File: config.mk
export PLATFORM = sky130hd
export DESIGN_NAME = quadrature_decoder_with_speed_flat
export DESIGN_NICKNAME = d
export VERILOG_FILES = /design/src/hw/rtl/qdec_pkg.sv /design/src/hw/rtl/qdec_if.sv /design/src/hw/rtl/qdec_div.sv /design/src/hw/rtl/quadrature_decoder_with_speed.sv /design/src/flat_wrapper.sv
export SDC_FILE = /design/constraint.sdc
export NUM_CORES = 1
export LEC_CHECK = 0
export BUFFER_PORTS_ARGS = -buffer_cell sky130_fd_sc_hd__buf_2
export CORE_MARGIN = 10
export CORE_UTILIZATION = 40
export CTS_CLUSTER_DIAMETER = 80
export DETAILED_ROUTE_END_ITERATION = 8
export PLACE_DENSITY = 0.63
export SLEW_MARGIN = 0
export SYNTH_ARGS = -nofsm -noshare
export SYNTH_HDL_FRONTEND = slang
export SYNTH_SLANG_ARGS = --single-unit
File: constraint.sdc
create_clock -name i_clk -period 6.6 [get_ports i_clk]
set_input_delay 0.33 -clock i_clk [delete_from_list [all_inputs] [get_ports i_clk]]
set_output_delay 0.33 -clock i_clk [all_outputs]
set_load 0.02 [all_outputs]
File: src/hw/rtl/qdec_pkg.sv
`timescale 1ns / 1ps
// qdec_pkg: shared types and constants for the quadrature decoder with speed
// no dependencies; used by the channel interfaces and the top level
package qdec_pkg;

    localparam int SPEED_WIDTH     = 32;
    localparam int POS_OUT_WIDTH   = 32;
    localparam int TIMEOUT_WIDTH   = 24;
    localparam int CFG_INDEX_WIDTH = 4;
    localparam int CFG_DATA_WIDTH  = 32;

    typedef logic [1:0]                 t_pair;
    typedef logic [3:0]                 t_step_sel;
    typedef logic [CFG_INDEX_WIDTH-1:0] t_cfg_index;

    // step tables indexed by {old pair, new pair}
    localparam logic [15:0] DOWN_STEPS = 16'h2814;
    localparam logic [15:0] UP_STEPS   = 16'h4182;

    // configuration register indexes
    localparam t_cfg_index REG_SPEED_NUM    = t_cfg_index'(0);
    localparam t_cfg_index REG_STOP_TIMEOUT = t_cfg_index'(1);

    // configuration reset values
    localparam logic [SPEED_WIDTH-1:0]   SPEED_NUM_RESET = 32'd1000000;
    localparam logic [TIMEOUT_WIDTH-1:0] TIMEOUT_RESET   = 24'd10000;

endpackage

File: src/hw/rtl/qdec_if.sv
`timescale 1ns / 1ps
// qdec channel interfaces: sample input, result output and register write port
// depends on qdec_pkg for field widths
interface qdec_in_if;
    logic valid;
    logic ready;
    logic pin_a;
    logic pin_b;
    logic clear_count;

    modport source (output valid, output pin_a, output pin_b, output clear_count,
                    input ready);
    modport sink   (input valid, input pin_a, input pin_b, input clear_count,
                    output ready);
endinterface

interface qdec_out_if;
    logic                                   valid;
    logic                                   ready;
    logic signed [qdec_pkg::POS_OUT_WIDTH-1:0] position_count;
    logic [qdec_pkg::SPEED_WIDTH-1:0]       speed;
    logic                                   stopped;

    modport source (output valid, output position_count, output speed, output stopped,
                    input ready);
    modport sink   (input valid, input position_count, input speed, input stopped,
                    output ready);
endinterface

interface qdec_cfg_if;
    logic                                  valid;
    logic                                  ready;
    logic [qdec_pkg::CFG_INDEX_WIDTH-1:0]  index;
    logic [qdec_pkg::CFG_DATA_WIDTH-1:0]   data;

    modport source (output valid, output index, output data, input ready);
    modport sink   (input valid, input index, input data, output ready);
endinterface

File: src/hw/rtl/qdec_div.sv
`timescale 1ns / 1ps
// qdec_div: bit-serial restoring divider, one quotient bit per cycle
// no package dependencies; instantiated by quadrature_decoder_with_speed
module qdec_div #(
    parameter int NUM_WIDTH = 32,
    parameter int DIV_WIDTH = 32
) (
    input  logic                 i_clk,
    input  logic                 i_rst_n,
    input  logic                 i_start,
    input  logic [NUM_WIDTH-1:0] i_numerator,
    input  logic [DIV_WIDTH-1:0] i_divisor,
    output logic                 o_last,
    output logic [NUM_WIDTH-1:0] o_quotient
);

    localparam int CNT_W = (NUM_WIDTH > 1) ? $clog2(NUM_WIDTH) : 1;
    localparam logic [CNT_W-1:0] CNT_LAST = CNT_W'(NUM_WIDTH - 1);

    logic                 r_busy;
    logic [CNT_W-1:0]     r_cnt;
    logic [DIV_WIDTH-1:0] r_rem;
    logic [DIV_WIDTH-1:0] r_div;
    // numerator bits shift out at the top while quotient bits shift in at the bottom
    logic [NUM_WIDTH-1:0] r_quo;

    logic [DIV_WIDTH:0]   n_trial;
    logic [DIV_WIDTH:0]   n_diff;
    logic                 n_ge;
    logic [DIV_WIDTH-1:0] n_rem;

    // one trial subtraction per cycle
    always_comb begin
        n_trial = {r_rem, r_quo[NUM_WIDTH-1]};
        n_diff  = n_trial - {1'b0, r_div};
        n_ge    = n_trial >= {1'b0, r_div};
        n_rem   = n_ge ? n_diff[DIV_WIDTH-1:0] : n_trial[DIV_WIDTH-1:0];
    end

    // iteration control
    always_ff @(posedge i_clk) begin
        if (!i_rst_n) begin
            r_busy <= 1'b0;
            r_cnt  <= '0;
        end else if (i_start) begin
            r_busy <= 1'b1;
            r_cnt  <= '0;
        end else if (r_busy) begin
            r_cnt <= r_cnt + CNT_W'(1);
            if (r_cnt == CNT_LAST) begin
                r_busy <= 1'b0;
            end
        end
    end

    // datapath shift registers
    always_ff @(posedge i_clk) begin
        if (i_start) begin
            r_rem <= '0;
            r_div <= i_divisor;
            r_quo <= i_numerator;
        end else if (r_busy) begin
            r_rem <= n_rem;
            r_quo <= {r_quo[NUM_WIDTH-2:0], n_ge};
        end
    end

    assign o_last     = r_busy && (r_cnt == CNT_LAST);
    assign o_quotient = r_quo;

endmodule

File: src/hw/rtl/quadrature_decoder_with_speed.sv
`timescale 1ns / 1ps
// 4x quadrature decoder with signed position count and tick-period speed
// depends on qdec_pkg, qdec_if and qdec_div
// a sample whose speed is computed passes from its transfer to the divide state, where the
//   bit-serial divider produces one quotient bit per cycle, and on to the done state
// a stopped sample skips the divider and goes from its transfer straight to the done state
// the done state waits for a free output register; new samples are taken only in idle
// synchronous active-low reset clears count, timers and pin history, loads register defaults
module quadrature_decoder_with_speed #(
    parameter int COUNT_WIDTH = 32,
    parameter int TIME_WIDTH  = 32
) (
    input  logic          i_clk,
    input  logic          i_rst_n,
    qdec_cfg_if.sink      i_cfg,
    qdec_in_if.sink       i_in,
    qdec_out_if.source    o_res
);
    import qdec_pkg::*;

    localparam int CMP_W = (TIME_WIDTH > TIMEOUT_WIDTH) ? TIME_WIDTH : TIMEOUT_WIDTH;

    localparam logic [1:0] ST_IDLE = 2'd0;
    localparam logic [1:0] ST_DIV  = 2'd1;
    localparam logic [1:0] ST_DONE = 2'd2;

    logic [1:0]               r_state;
    logic [SPEED_WIDTH-1:0]   r_speed_num;
    logic [TIMEOUT_WIDTH-1:0] r_timeout;
    t_pair                    r_last_pair;
    logic [COUNT_WIDTH-1:0]   r_position;
    logic [TIME_WIDTH-1:0]    r_since;
    logic [TIME_WIDTH-1:0]    r_period;
    logic                     r_stop;

    logic                     r_out_valid;
    logic [POS_OUT_WIDTH-1:0] r_out_pos;
    logic [SPEED_WIDTH-1:0]   r_out_speed;
    logic                     r_out_stop;

    t_pair                    n_pair;
    t_step_sel                n_sel;
    logic [COUNT_WIDTH-1:0]   n_pos_base;
    logic [COUNT_WIDTH-1:0]   n_position;
    logic [TIME_WIDTH-1:0]    n_since_inc;
    logic [TIME_WIDTH-1:0]    n_since;
    logic [TIME_WIDTH-1:0]    n_period;
    logic                     n_tick;
    logic                     n_stop;

    logic                     w_in_xfer;
    logic                     w_out_free;
    logic                     w_div_last;
    logic [SPEED_WIDTH-1:0]   w_quotient;

    assign i_cfg.ready = 1'b1;
    assign i_in.ready  = (r_state == ST_IDLE);
    assign w_in_xfer   = i_in.valid && i_in.ready;
    assign w_out_free  = !r_out_valid || o_res.ready;

    // decode of the incoming sample against the stored state
    always_comb begin
        n_pair      = {i_in.pin_a, i_in.pin_b};
        n_sel       = {r_last_pair, n_pair};
        n_pos_base  = i_in.clear_count ? '0 : r_position;
        n_since_inc = (r_since == '1) ? r_since : r_since + TIME_WIDTH'(1);
        n_tick      = (n_pair != r_last_pair);
        if (DOWN_STEPS[n_sel]) begin
            n_position = n_pos_base - COUNT_WIDTH'(1);
        end else if (UP_STEPS[n_sel]) begin
            n_position = n_pos_base + COUNT_WIDTH'(1);
        end else begin
            n_position = n_pos_base;
        end
        n_period = n_tick ? n_since_inc : r_period;
        n_since  = n_tick ? '0 : n_since_inc;
        n_stop   = (CMP_W'(n_since) > CMP_W'(r_timeout)) || (n_period == '0);
    end

    // configuration registers
    always_ff @(posedge i_clk) begin
        if (!i_rst_n) begin
            r_speed_num <= SPEED_NUM_RESET;
            r_timeout   <= TIMEOUT_RESET;
        end else if (i_cfg.valid && i_cfg.ready) begin
            case (i_cfg.index)
                REG_SPEED_NUM:    r_speed_num <= i_cfg.data[SPEED_WIDTH-1:0];
                REG_STOP_TIMEOUT: r_timeout   <= i_cfg.data[TIMEOUT_WIDTH-1:0];
                default: ;
            endcase
        end
    end

    // decoder state, updated on each sample transfer
    always_ff @(posedge i_clk) begin
        if (!i_rst_n) begin
            r_last_pair <= '0;
            r_position  <= '0;
            r_since     <= '0;
            r_period    <= '0;
            r_stop      <= 1'b0;
        end else if (w_in_xfer) begin
            r_last_pair <= n_pair;
            r_position  <= n_position;
            r_since     <= n_since;
            r_period    <= n_period;
            r_stop      <= n_stop;
        end
    end

    // sequencer: idle, dividing, waiting for the output register
    always_ff @(posedge i_clk) begin
        if (!i_rst_n) begin
            r_state <= ST_IDLE;
        end else begin
            case (r_state)
                ST_IDLE: begin
                    if (w_in_xfer) begin
                        r_state <= n_stop ? ST_DONE : ST_DIV;
                    end
                end
                ST_DIV: begin
                    if (w_div_last) begin
                        r_state <= ST_DONE;
                    end
                end
                ST_DONE: begin
                    if (w_out_free) begin
                        r_state <= ST_IDLE;
                    end
                end
                default: r_state <= ST_IDLE;
            endcase
        end
    end

    // speed divider
    qdec_div #(
        .NUM_WIDTH (SPEED_WIDTH),
        .DIV_WIDTH (TIME_WIDTH)
    ) u_div (
        .i_clk       (i_clk),
        .i_rst_n     (i_rst_n),
        .i_start     (w_in_xfer && !n_stop),
        .i_numerator (r_speed_num),
        .i_divisor   (n_period),
        .o_last      (w_div_last),
        .o_quotient  (w_quotient)
    );

    // output register
    always_ff @(posedge i_clk) begin
        if (!i_rst_n) begin
            r_out_valid <= 1'b0;
        end else if ((r_state == ST_DONE) && w_out_free) begin
            r_out_valid <= 1'b1;
        end else if (o_res.ready) begin
            r_out_valid <= 1'b0;
        end
    end

    always_ff @(posedge i_clk) begin
        if ((r_state == ST_DONE) && w_out_free) begin
            r_out_pos   <= POS_OUT_WIDTH'(r_position);
            r_out_speed <= r_stop ? '0 : w_quotient;
            r_out_stop  <= r_stop;
        end
    end

    assign o_res.valid          = r_out_valid;
    assign o_res.position_count = $signed(r_out_pos);
    assign o_res.speed          = r_out_speed;
    assign o_res.stopped        = r_out_stop;

    // a stopped result always carries zero speed
    a_stop_zero_speed: assert property (@(posedge i_clk) disable iff (!i_rst_n)
        o_res.valid && o_res.stopped |-> o_res.speed == '0)
        else $error("stopped result with nonzero speed");

    // the divider never runs on a zero period
    a_div_nonzero: assert property (@(posedge i_clk) disable iff (!i_rst_n)
        r_state == ST_DIV |-> r_period != '0)
        else $error("division by zero period");

    // the last divider step only happens while dividing
    a_div_last_in_div: assert property (@(posedge i_clk) disable iff (!i_rst_n)
        w_div_last |-> r_state == ST_DIV)
        else $error("divider finished outside divide state");

    // a sample transfer always leaves idle
    a_xfer_leaves_idle: assert property (@(posedge i_clk) disable iff (!i_rst_n)
        w_in_xfer |=> r_state != ST_IDLE)
        else $error("sample transfer did not start work");

endmodule
File: src/flat_wrapper.sv
// flat-port wrapper written by rule: the top's interface ports become plain ports
module quadrature_decoder_with_speed_flat import qdec_pkg::*;
#(
    parameter int COUNT_WIDTH = 32,
    parameter int TIME_WIDTH  = 32
)
  (i_clk, i_rst_n, i_cfg_valid, i_cfg_index, i_cfg_data, i_cfg_ready, i_in_valid, i_in_pin_a, i_in_pin_b, i_in_clear_count, i_in_ready, o_res_valid, o_res_position_count, o_res_speed, o_res_stopped, o_res_ready);
  qdec_cfg_if i_cfg_i ();
  qdec_in_if i_in_i ();
  qdec_out_if o_res_i ();
  input  logic i_clk;
  input  logic i_rst_n;
  input wire logic [$bits(i_cfg_i.valid)-1:0] i_cfg_valid;
  input wire logic [$bits(i_cfg_i.index)-1:0] i_cfg_index;
  input wire logic [$bits(i_cfg_i.data)-1:0] i_cfg_data;
  output wire logic [$bits(i_cfg_i.ready)-1:0] i_cfg_ready;
  input wire logic [$bits(i_in_i.valid)-1:0] i_in_valid;
  input wire logic [$bits(i_in_i.pin_a)-1:0] i_in_pin_a;
  input wire logic [$bits(i_in_i.pin_b)-1:0] i_in_pin_b;
  input wire logic [$bits(i_in_i.clear_count)-1:0] i_in_clear_count;
  output wire logic [$bits(i_in_i.ready)-1:0] i_in_ready;
  output wire logic [$bits(o_res_i.valid)-1:0] o_res_valid;
  output wire logic [$bits(o_res_i.position_count)-1:0] o_res_position_count;
  output wire logic [$bits(o_res_i.speed)-1:0] o_res_speed;
  output wire logic [$bits(o_res_i.stopped)-1:0] o_res_stopped;
  input wire logic [$bits(o_res_i.ready)-1:0] o_res_ready;
  assign i_cfg_i.valid = i_cfg_valid;
  assign i_cfg_i.index = i_cfg_index;
  assign i_cfg_i.data = i_cfg_data;
  assign i_cfg_ready = i_cfg_i.ready;
  assign i_in_i.valid = i_in_valid;
  assign i_in_i.pin_a = i_in_pin_a;
  assign i_in_i.pin_b = i_in_pin_b;
  assign i_in_i.clear_count = i_in_clear_count;
  assign i_in_ready = i_in_i.ready;
  assign o_res_valid = o_res_i.valid;
  assign o_res_position_count = o_res_i.position_count;
  assign o_res_speed = o_res_i.speed;
  assign o_res_stopped = o_res_i.stopped;
  assign o_res_i.ready = o_res_ready;
  quadrature_decoder_with_speed #(.COUNT_WIDTH(COUNT_WIDTH), .TIME_WIDTH(TIME_WIDTH)) u_core (.i_clk(i_clk), .i_rst_n(i_rst_n), .i_cfg(i_cfg_i), .i_in(i_in_i), .o_res(o_res_i));
endmodule
==> results.yml <==
synthesis:
  synth_flop_cell: "dfxtp_1"
  yosys.cell_count.top_type: "nand2_1"
  yosysWarnings: 0
  synth-seq-cells: 325
  yosysTopAreaCellShare: 0.227
  synth_top_area_cell: "dfxtp_1"
  synthesis.area_um2: 17300
  synth_cell_type_count: 76
  syn_nets: 2044
  synth_area_leaders: "dfxtp_1, edfxtp_1, nand2_1"
  synth_commonest_cells: "nand2_1, dfxtp_1, nor2_1"
  syn_area_per_cell_um2: 8.93
  synth_async_sr_flop_share: 0
  synth_cells: 1938
  synth_edf_count: 129
  seq_area_frac_synth: 0.450
sta:
  setup_viol: 0
  fin_setup_tns_ps: 0
  fin_crit_sh: 0.901
  clock.fmax_ghz: 0.168
  tightest_slew_ps: 994
  relSlewSlack: 0.335
  rsz0062_at_grt: "false"
  finalMaxSlewViolations: 0
  hold_violations: 0
  skew_ps: 18.7
  min_period_ps: 5950
detailed_routing:
  drt-total-wl_um: 44900
  drc: 0
  drt_iter0_drc: 1081
  ant_nets: 0
  viasPerCell: 5.45
  vias: 14200
  wire_per_inst_um: 17.2
  first_pass_iters: 5
global_route:
  grt_max_degree: 91
  grt-ovfl-total: 0
  grt_usage: 0.166
  antenna_found_initial: 0
  grt_pass1_wl_um: 72200
  grt_pass1_vias: 13500
critical_path:
  path_max_fanout: 21
  rrSetupSlack_ps: 650
  critPathCaptureType: "register"
  critPathKind: "reg2reg"
  cp_data_arrival_time_ps: 6170
  startpoint_type: "register"
  cp.required_ps: 6820
worst_hold_path:
  hp-class: "in2reg"
floorplan:
  core_area_um2: 43000
  die_h_um: 228
  dieArea_um2: 52000
  die_w_um: 228
  pin_count: 112
  start_util: 0.403
  row_count: 76
place:
  port_buffers: 110
  placed_cell_area_um2: 18300
  place_congestion: 0.950
  post-dp-hpwl_um: 31200
job:
  max-cap-violations: 0
cts:
  cts_htree_levels: 2
  numCtsBuffers: 37
  worstSkewPairLatency_ps: 550
  clk_pin_slew_ps: 70
  cts_sinks: 325
  cts_tree: "yes"
  clock-root-buffer: "clkbuf_16"
  max-clock-path-buffers: 3
  cts.repair.resized: 0
  hold_buffers: 0
  postCtsSetupBuffers: 0
finish:
  finalNetCount: 2101
  fillers: 4185
  drive_above_1_share: 0.121
  syn2layout_area_growth_pct: 13.0
  design_area_um2: 19600
  diodes: 0
power_and_ir_drop:
  p_leak_nw: 7.48
  power_density_nw_per_um2: 297
  ir_drop_uv: 216
run_status:
  status: "completed"
power breakdown:
| group | internal, mW | switching (mW) | leakage (nW) |
|---|---|---|---|
| combinational | 0.539 | 0.794 | 4.07 |
| clock | 1.23 | 0.855 | 0.590 |
| sequential | 2.27 | 0.118 | 2.83 |
| total | 4.04 | 1.77 | 7.48 |
metrics by stage:
step	util	hold slack, ps	setup WS (ps)	power (mW)	instances
6_report	0.455	22.6	652	5.80	2608
5_1_grt	0.455	27.5	215	6.11	2608
4_1_cts	0.455	0.374	658	5.85	2608
3_5_place_dp	0.427	419	698	3.74	2541
3_3_place_gp	0.427	424	872	3.72	2541
2_1_floorplan	-	406	1470	3.42	1938
routing by layer:
layer / part of all wire / track usage / routed length [um] / up-vias
li1: - / - / - / 6977
met1: 0.44 / 0.211 / 20000 / 6840
met2: 0.48 / 0.281 / 21700 / 328
met3: 0.047 / 0.0247 / 2090 / 73
met4: 0.025 / 0.0589 / 1140 / 0
met5: 0 / 0 / 0 / -
registers in the layout (all words and copies together) (netlist names):
| signal | flops |
|---|---|
| u_core.o_res.position_count | 32 |
| u_core.o_res.speed | 32 |
| u_core.r_period | 32 |
| u_core.r_position | 32 |
| u_core.r_since | 32 |
| u_core.r_speed_num | 32 |
| u_core.u_div.o_quotient | 32 |
| u_core.u_div.r_div | 32 |
| u_core.u_div.r_rem | 32 |
| u_core.r_timeout | 24 |
| u_core.u_div.r_cnt | 5 |
| u_core.r_last_pair | 2 |
| u_core.r_state | 2 |
| u_core.o_res.stopped | 1 |
| u_core.o_res.valid | 1 |
| u_core.r_stop | 1 |
| u_core.u_div.r_busy | 1 |
path summary, 6_finish.rpt:
kind                                      start                                         to  cells after the start
max              u_core.r_since[0]$_SDFFE_PN0P_           u_core.u_div.r_div[18]$_DFFE_PP_                     19
min                              i_cfg_data[14]        u_core.r_speed_num[14]$_SDFFE_PN1P_                      3
max reg2reg      u_core.r_since[0]$_SDFFE_PN0P_           u_core.u_div.r_div[18]$_DFFE_PP_                     19
min reg2reg  u_core.r_position[31]$_SDFFE_PN0P_  u_core.o_res.position_count[31]$_DFFE_PP_                      0
area by class of cell:
type | instances | area, um2 | area share
well taps | 585 | 732 | 0.0374
repair buffers | 131 | 723 | 0.0370
clock buffers | 46 | 991 | 0.0507
clock inverters | 21 | 225 | 0.0115
flip-flops and latches | 325 | 7800 | 0.399
multi-input cells | 1422 | 8790 | 0.450
inverters | 78 | 293 | 0.0150
worst max-delay path: stages (launching register included):
cell and delay (ps):
dfxtp_1 470, ha_1 350, nand4_2 240, or4_1 740, nor2_1 360, nor2_1 110, xnor2_1 330, nor2_1 120
ha_1 220, a21o_1 150, a21o_1 170, a21o_1 170, a21oi_1 150, nor2_1 60, o31ai_1 250, a21oi_1 190
a211oi_2 370, nand2_2 360, inv_2 450, buf_4 360
cells by family after synthesis:
family	Yosys count	synth area share
mux	57	0.0364
buf+inv	191	0.0432
simple gates	780	0.216
other cells	1	0.000217
xor+xnor	61	0.0309
compound gates	461	0.178
flops	325	0.450
fa+ha+maj	62	0.0452
cells in the final DEF (no fill, tap or decap), types with 49 or more instances in the layout:
cell type  instances
nor2b_1           66
nand3_1           49
edfxtp_1         129
nor2_1           157
a21oi_1           94
a21boi_0          90
ha_1              61
o21ai_0           91
buf_2            109
nand2_1          300
inv_1             77
dfxtp_1          195
(Power assumes the default switching activity.)
